## src/rtl/xpg_pkg.sv

```systemverilog
// ----------------------------------------------------------------------------
// xpg_pkg: shared constants of the xoshiro128+ generator
// Widths, request kinds, reseed constants, reset state, draw step amounts.
// ----------------------------------------------------------------------------
package xpg_pkg;

  localparam int WORD_W = 32;
  localparam int FRAC_W = 23;

  typedef logic [WORD_W-1:0] word_t;

  // Request kinds carried on the input tuser
  localparam logic REQ_DRAW   = 1'b0;
  localparam logic REQ_RESEED = 1'b1;

  // Multiplier of the reseed recurrence
  localparam word_t SEED_MULT = 32'd1812433253;

  // Shift that folds the high bits in before the multiply
  localparam int SEED_SHIFT = 30;

  // State after reset
  localparam word_t RESET_W0 = 32'd123456789;
  localparam word_t RESET_W1 = 32'd362436069;
  localparam word_t RESET_W2 = 32'd521288629;
  localparam word_t RESET_W3 = 32'd88675123;

  // Draw step amounts
  localparam int DRAW_SHIFT = 9;
  localparam int DRAW_ROT   = 11;

endpackage

```

## src/rtl/xpg_mul_unit.sv

```systemverilog
// ----------------------------------------------------------------------------
// xpg_mul_unit: registered reseed multiplier
// Folds the previous word (w ^ (w >> 30)) and multiplies it by the seed
// constant, low 32 bits kept; the product is registered.
// ----------------------------------------------------------------------------
module xpg_mul_unit
  import xpg_pkg::*;
(
  input  logic  clk,
  input  word_t operand,
  output word_t product
);

  word_t folded;

  // Xor-shift fold ahead of the multiply
  assign folded = operand ^ (operand >> SEED_SHIFT);

  // Product modulo 2^32, registered
  always_ff @(posedge clk) begin
    product <= word_t'(folded * SEED_MULT);
  end

endmodule

```

## src/rtl/xoshiro128_plus_generator_top.sv

```systemverilog
// ----------------------------------------------------------------------------
// xoshiro128_plus_generator_top: xoshiro128+ generator with reseed
// Draw and reseed requests in on one stream, draw results out on another.
// ----------------------------------------------------------------------------
// A draw request (s_tuser = 0) advances the state and captures the sum in the
// accept cycle; from the ST_DRAW step the result then moves to the output
// register once that register is free. While an earlier result still waits on
// m_tready, that ST_DRAW step holds until the output register frees, so one
// draw can be accepted while the previous result waits, and the input stalls
// behind it. A reseed request (s_tuser = 1) loads word 0 in the accept cycle;
// then words 1 to 3 each pass once through the single registered multiplier
// (a multiply step, then an add-and-write step). A reseed gives no result.
// The input is not ready while a request is at work.
module xoshiro128_plus_generator_top
  import xpg_pkg::*;
(
  input  logic        clk,
  input  logic        rst,
  input  logic        s_tvalid,
  output logic        s_tready,
  input  logic [31:0] s_tdata,   // [31:0] seed_value
  input  logic        s_tuser,   // [0] req_type
  output logic        m_tvalid,
  input  logic        m_tready,
  output logic [79:0] m_tdata    // [31:0] raw_word, [54:32] frac_half_open,
                                 // [78:55] frac_open_zero, [79] zero pad
);

  localparam logic [1:0] ST_IDLE = 2'd0;
  localparam logic [1:0] ST_DRAW = 2'd1;
  localparam logic [1:0] ST_MUL  = 2'd2;
  localparam logic [1:0] ST_ADD  = 2'd3;

  logic [1:0] state;
  logic [1:0] state_next;
  logic [1:0] idx;
  word_t      w0, w1, w2, w3;
  word_t      w0_next, w1_next, w2_next, w3_next;
  word_t      chain;
  word_t      pend;
  word_t      out_raw;
  word_t      product;
  word_t      seeded;
  word_t      t2, t3;
  logic       in_xact;
  logic       out_free;

  assign s_tready = (state == ST_IDLE);
  assign in_xact  = s_tvalid && s_tready;
  assign out_free = !m_tvalid || m_tready;

  // Shared multiplier, fed from the word written last
  xpg_mul_unit u_mul (
    .clk     (clk),
    .operand (chain),
    .product (product)
  );

  assign seeded = product + {{(WORD_W-2){1'b0}}, idx};

  // Draw step of the state words
  always_comb begin
    t2      = w2 ^ w0;
    t3      = w3 ^ w1;
    w1_next = w1 ^ t2;
    w0_next = w0 ^ t3;
    w2_next = t2 ^ (w1 << DRAW_SHIFT);
    w3_next = {t3[WORD_W-DRAW_ROT-1:0], t3[WORD_W-1:WORD_W-DRAW_ROT]};
  end

  // Sequencer
  always_comb begin
    state_next = state;
    unique case (state)
      ST_IDLE: begin
        if (in_xact) begin
          state_next = (s_tuser == REQ_RESEED) ? ST_MUL : ST_DRAW;
        end
      end
      ST_DRAW: begin
        if (out_free) begin
          state_next = ST_IDLE;
        end
      end
      ST_MUL: begin
        state_next = ST_ADD;
      end
      ST_ADD: begin
        state_next = (idx == 2'd3) ? ST_IDLE : ST_MUL;
      end
      default: begin
        state_next = ST_IDLE;
      end
    endcase
  end

  always_ff @(posedge clk) begin
    if (rst) begin
      state <= ST_IDLE;
    end else begin
      state <= state_next;
    end
  end

  // State words and reseed chain
  always_ff @(posedge clk) begin
    if (rst) begin
      w0  <= RESET_W0;
      w1  <= RESET_W1;
      w2  <= RESET_W2;
      w3  <= RESET_W3;
      idx <= 2'd1;
    end else begin
      if (in_xact && (s_tuser == REQ_DRAW)) begin
        w0 <= w0_next;
        w1 <= w1_next;
        w2 <= w2_next;
        w3 <= w3_next;
      end else if (in_xact) begin
        w0  <= s_tdata;
        idx <= 2'd1;
      end else if (state == ST_ADD) begin
        case (idx)
          2'd1:    w1 <= seeded;
          2'd2:    w2 <= seeded;
          default: w3 <= seeded;
        endcase
        idx <= idx + 2'd1;
      end
    end
  end

  // Payload registers: chain operand and pending draw sum
  always_ff @(posedge clk) begin
    if (in_xact && (s_tuser == REQ_RESEED)) begin
      chain <= s_tdata;
    end else if (state == ST_ADD) begin
      chain <= seeded;
    end
    if (in_xact && (s_tuser == REQ_DRAW)) begin
      pend <= w0 + w3;
    end
  end

  // Output register
  always_ff @(posedge clk) begin
    if (rst) begin
      m_tvalid <= 1'b0;
    end else if ((state == ST_DRAW) && out_free) begin
      m_tvalid <= 1'b1;
    end else if (m_tready) begin
      m_tvalid <= 1'b0;
    end
  end

  always_ff @(posedge clk) begin
    if ((state == ST_DRAW) && out_free) begin
      out_raw <= pend;
    end
  end

  assign m_tdata = {1'b0,
                    {1'b0, out_raw[FRAC_W-1:0]} + 24'd1,
                    out_raw[FRAC_W-1:0],
                    out_raw};

  // Checks
  a_reseed_starts: assert property (@(posedge clk) disable iff (rst)
    (in_xact && (s_tuser == REQ_RESEED)) |=> (state == ST_MUL))
    else $error("reseed did not enter multiply step");

  a_draw_starts: assert property (@(posedge clk) disable iff (rst)
    (in_xact && (s_tuser == REQ_DRAW)) |=> (state == ST_DRAW))
    else $error("draw did not enter transfer step");

  a_add_after_mul: assert property (@(posedge clk) disable iff (rst)
    (state == ST_ADD) |-> ($past(state) == ST_MUL))
    else $error("add step without a multiply before it");

  a_result_from_draw: assert property (@(posedge clk) disable iff (rst)
    $rose(m_tvalid) |-> ($past(state) == ST_DRAW))
    else $error("result raised outside a draw");

  a_reseed_ends: assert property (@(posedge clk) disable iff (rst)
    ((state == ST_ADD) && (idx == 2'd3)) |=> (state == ST_IDLE))
    else $error("reseed did not finish after word 3");

endmodule
```

## config.mk

```make
export PLATFORM = sky130hd
export DESIGN_NAME = xoshiro128_plus_generator_top
export DESIGN_NICKNAME = d
export VERILOG_FILES = /design/src/rtl/xpg_pkg.sv /design/src/rtl/xpg_mul_unit.sv /design/src/rtl/xoshiro128_plus_generator_top.sv
export SDC_FILE = /design/constraint.sdc
export NUM_CORES = 1
export LEC_CHECK = 0
export ABC_AREA = 1
export BUFFER_PORTS_ARGS = -buffer_cell sky130_fd_sc_hd__buf_2
export CORE_UTILIZATION = 40
export CTS_BUF_LIST = sky130_fd_sc_hd__clkbuf_8
export CTS_CLUSTER_SIZE = 16
export DETAILED_ROUTE_END_ITERATION = 10
export GPL_ROUTABILITY_DRIVEN = 1
export HOLD_SLACK_MARGIN = 0.02
export PLACE_DENSITY_LB_ADDON = 0.15
export SLEW_MARGIN = 25
export SYNTH_ARGS = -nofsm -noshare
export SYNTH_HDL_FRONTEND = slang
export SYNTH_SLANG_ARGS = --single-unit
```

## constraint.sdc

```tcl
create_clock -name clk -period 6.5 [get_ports clk]
set_input_delay 0.325 -clock clk [delete_from_list [all_inputs] [get_ports clk]]
set_output_delay 0.325 -clock clk [all_outputs]
set_load 0.02 [all_outputs]
```

* After elaboration in Yosys (flattened, before gate mapping)
Cells that the tools add are included. W data, S select, Z words.
Word-level totals: register bits 261, bits of input ports 37, output and inout port bits 82, word-level logic and storage cells 79
Operators by class: add/subtract/negate cells 4, $mul 1, equal/unequal tests 10, mux-type cells 25, bitwise gates (word level) 8, reductions and logical operators 20
Operators with widths (count):
- $mux W32 | 16
- $xor A32 B32 Y32 | 5
- $add A32 B2 Y32 | 1
- $add A32 B32 Y32 | 1
- $mul A32 B31 Y32 const B | 1
- $xor A32 B2 Y32 | 1
- $add A23 B1 Y24 const B | 1
- $reduce_bool A2 Y1 | 7
- $mux W2 | 6
- $reduce_and A3 Y1 | 3
- $eq A2 B2 Y1 const B | 4
- $pmux W2 S4 | 1
- $ne A2 B1 Y1 const B | 3
- $eq A2 B1 Y1 const B | 2
- $logic_and A1 B1 Y1 | 4
- $reduce_and A2 Y1 | 2
- $add A2 B1 Y2 const B | 1
- $logic_not A2 Y1 | 1
- $mux W1 | 2
- $ne A2 B2 Y1 const B | 1
- $not A1 Y1 | 2
- $reduce_or A2 Y1 | 1
- $logic_not A1 Y1 | 1
- $logic_or A1 B1 Y1 | 1

* Longest topological paths before layout
depth after elaboration 6, mapped depth 27, mapped depth without buffers 27

* By module
Synthesis repeated with hierarchy kept, for this count alone.
Second synthesis, totals: cell total of the unflattened synthesis 2911, area, all modules 22927.0 µm²
Modules (own cells, without submodules):
- xoshiro128_plus_generator_top | times used 1, cells an instance 1939, area each 14136.1 µm², seq. area each 5545.3 µm²
- xpg_mul_unit | times used 1, cells an instance 972, area each 8790.9 µm², seq. area each 640.6 µm²

* Least setup slack after synthesis
No wires, ideal clock.
path kind register to register, start point reg chain[31], end point reg u_mul.product[29], library setup time 112 ps, data arrival time 5812 ps, required time 6388 ps, setup slack 576 ps, stages on the path, launching flop included 27, path buffers 0, clock period less this slack 5924 ps, cells stage by stage edfxtp_1 -> xnor2_1 -> xnor2_1 -> inv_1 -> ha_1 -> or2_2 -> ha_1 -> inv_1 -> fa_1 -> inv_1 -> ha_1 -> fa_1 -> fa_1 -> fa_1 -> inv_1 -> fa_1 -> inv_1 -> ha_1 -> a21oi_1 -> o21ai_0 -> a21oi_1 -> nand3_1 -> a21o_1 -> nand2_1 -> nand2_1 -> nand2_1 -> nand2_1
Between the ends: cells in the longest elaborated chain, start to end 2
Ends and longest elaborated chain:
- start: declaration | RTL line xoshiro128_plus_generator_top.sv:39 | word_t chain;
- start signal: assignment | RTL line xoshiro128_plus_generator_top.sv:136 | chain <= s_tdata;
- $xor A32 B2 Y32 | RTL line xpg_mul_unit.sv:17 | assign folded = operand ^ (operand >> SEED_SHIFT);
- $mul A32 B31 Y32 | RTL line xpg_mul_unit.sv:21 | product <= word_t'(folded * SEED_MULT);
- end signal: assignment | RTL line xpg_mul_unit.sv:21
- end: declaration | RTL line xpg_mul_unit.sv:11 | output word_t product
No other way between the ends. A chain may end at the register's enable or synchronous reset.

* Worst setup path after layout
start point reg chain[13], end point reg u_mul.product[29]
Same word-level chain as after synthesis.

==> results.md <==
- M1 WL: 32800 um
- Met3 routed WL: 6230 um
- Worst-margin pin slew: 1.09 ns
- DRT Pass-1 Iters: 6
- Rel. slew slack: 27.1%
- Worst Path Buf+Inv: 4
- TritonCTS clock tree: built
- Chip height: 235 um
- CORE AREA: 53700 um2
- Synth cell types: 57
- Cell row count: 85
- Seq/Total Area, Yosys: 28.5%
- Highest net fanout along the worst path: 5
- H-tree levels: 2
- Initial antenna violation count: 3
- Largest net degree at the start of global routing: 88
- Skew final: 0.0444 ns
- Cell mode on critical path: fa_1
- R2r setup slk: 0.30 ns
- Top Metal Used: met4
- Final non-filler cell area: 24000 um2
- Iter 0 DRT Violations: 1404
- Worst min path class: in2reg
- ANT nets after route: 0
- Crit start category: flop
- I/O pin cnt: 119
- Hold path depth: 3
- Syn Nets: 2983
- Die area: 55300 um2
- Fin crit share: 95.4%
- Vias in the first global route: 18000
- WS Path Type: reg2reg
- Reg2reg path depth: 22
- Post-route setup TNS: 0 ns
- Reg-to-reg startpoint: chain[13]
- Final setup vio count: 0
- Met2 wire length: 29400 um
- Worst Path Required: 7.01 ns
- Post-synth EDFFs: 96
- Total Wirelength: 70500 um
- Total track usage: 25.9%
- Fin util: 44.7%
- Critical path's slowest cell: fa_1
- Unrepaired setup endpoints after global routing: no
- Max-slew violation count: 0
- Post-route insts no fill: 3403
- Crit-path max cell delay: 0.55 ns
- GR Overflow Total: 0
- FMAX: 161 MHz
- Longest Clk Path Bufs: 3
- Max cap viols: 0
- Endpoints failing hold: 0
- Initial Util: 40.5%
- Die X: 235 um
- Syn Inst Count: 2552
- Clock tree sinks: 261
- Outcome: complete, no violations
- DP HPWL: 55600 um
- Dpl cell area: 23000 um2
- Share of cells above drive strength 1: 9.65%
- Yosys warning count: 0
- Post-placement cell count: 3317
- # nets final: 3104
- Via-to-Cell Ratio: 5.30
- Fill cells: 5349
- Total CTS buffers: 47
- Critical path's top delay family: adder cells
- Post-synthesis register bit count: 261
- # DRC: 0
- Worst Path Arrival: 6.71 ns
- Critical-path cell list: ha_1 -> ha_1 -> fa_1 -> inv_1 -> fa_1 -> inv_1 -> fa_1 -> fa_1 -> fa_1 -> inv_1 -> fa_1 -> inv_1 -> ha_1 -> a21oi_1 -> o21ai_0 -> a21oi_1 -> nand3_1 -> a21o_1 -> nand2_1 -> nand2_1 -> nand2_1 -> nand2_1
- Synth Area per Inst: 8.52 um2
- Clock-pin slew on the worst setup and hold paths: 0.08 ns
- P&R area growth vs syn: 10.4%
- Final worst path period need: 6.20 ns
- Port Buffers: 117
- WL/cell: 20.7 um
- Post-CTS setup buffer count: 0
- Hold EP: w0[20]
- Commonest register cell after synthesis: dfxtp_1
- Hold_sp: s_tdata[20]
- Vias: 18000
- Clk_lat worst skew: 0.66 ns
- CP Capture Type: flop
- Worst r2r dst: u_mul.product[29]
- Mapped cell area: 21700 um2
- Async S/R FF share, synth: 0%
- RD Place Congestion: 0.915
- First-pass GRT wire length: 108000 um
- Root buffer cell: clkbuf_8
layer usage:
layer	global-route usage [%]	vias to the layer above
li1	-	8568
met1	37.6	8640
met2	38.5	710
met3	5.27	111
met4	7.93	0
met5	0	-
through the flow:
| step | hold slack [ns] | setup WS, ns |
|---|---|---|
| detailed placement | 0.407 | 0.303 |
| CTS | 0.0232 | 0.231 |
| global route | 0.0327 | 0.00965 |
| floorplan | 0.400 | 0.576 |
| global placement | 0.401 | 0.317 |
| finish | 0.0591 | 0.301 |
state kept, by name, indices dropped and copies added, names as in the netlist:
register / cells
u_mul.product: 32
chain: 32
m_tvalid: 1
w2: 32
w3: 32
state: 2
out_raw: 32
pend: 32
idx: 2
w1: 32
w0: 32
worst max path at each step:
| stage | from | endpoint | slack [ns] | cells past startpoint |
|---|---|---|---|---|
| 2_1_floorplan | chain[31] | u_mul.product[29] | 0.58 | 26 |
| 3_3_place_gp | chain[31] | u_mul.product[29] | 0.32 | 26 |
| 3_5_place_dp | chain[30] | u_mul.product[29] | 0.30 | 26 |
| 4_1_cts | chain[31] | u_mul.product[29] | 0.23 | 26 |
| 5_1_grt | chain[19] | u_mul.product[30] | 0.01 | 18 |
| 6_report | chain[13] | u_mul.product[29] | 0.30 | 22 |
placed cells by master (no fill, tap or decap), types with 47 or more instances in the layout:
cell      netlist  layout
nand2_1       461     461
inv_1         407     424
ha_1          246     246
dfxtp_1       165     165
nor2_1        161     158
fa_1          148     148
o21ai_0       140     140
buf_2          29     117
xor2_1        102     102
nand3_1       100      99
xnor2_1        98      96
edfxtp_1       96      96
a21oi_1        95      95
clkbuf_8        0      51
a31oi_1        47      47
synth_stat cells, types with 21 or more instances:
master      n  area share (%)
nor2_1    161             2.8
a21oi_1    95             2.2
nand2_1   461             8.0
nor3_1     21            0.48
ha_1      246              14
inv_1     407             7.0
o21ai_0   140             3.2
buf_4      24            0.83
fa_1      148              14
nand3_1   100             2.3
xnor2_1    98             3.9
clkbuf_1   26            0.45
dfxtp_1   165              15
a31oi_1    47             1.4
buf_2      29            0.67
nand4_1    23            0.66
xor2_1    102             4.1
edfxtp_1   96              13
logic make-up (layout without fill, tap and decap cells):
group                      after synthesis  in the layout  synth area share [%]
adders and majority gates              394            394                  27.8
and+or+nand+nor                        808            808                  15.9
other                                    1              2                0.0172
AOI/OAI and AO/OA                      390            390                  10.5
DFF                                    261            261                  28.5
buffers and inverters                  496            650                  9.14
xor gates and xnor gates               202            202                  8.21
repair_timing:
item / CTS / global route
resized for setup: 0 / 5
hold buffers: 3 / 0
endpoints found under the hold margin: 4 / 0
endpoints found under the setup margin: 0 / 5
final cells by class:
cell class / count / area (um2) / area share (%)
tap: 696 / 871 / 3.63
clock buffer: 51 / 702 / 2.92
inverter: 415 / 1560 / 6.50
antenna: 1 / 2.50 / 0.0104
multi-input combinational: 1795 / 13600 / 56.7
clock inverter: 31 / 210 / 0.876
timing repair buffer: 153 / 863 / 3.60
sequential: 261 / 6190 / 25.8
worst reg2reg max path, cell delays in order (launching register included):
cell	delay (ns)
edfxtp_1	0.52
ha_1	0.34
ha_1	0.31
fa_1	0.51
inv_1	0.06
fa_1	0.53
inv_1	0.05
fa_1	0.51
fa_1	0.46
fa_1	0.55
inv_1	0.05
fa_1	0.53
inv_1	0.04
ha_1	0.35
a21oi_1	0.24
o21ai_0	0.15
a21oi_1	0.16
nand3_1	0.23
a21o_1	0.25
nand2_1	0.08
nand2_1	0.05
nand2_1	0.06
nand2_1	0.05
Power is not shown: default switching activity piles up to over one toggle a cycle in this logic, so the estimate is an artifact.
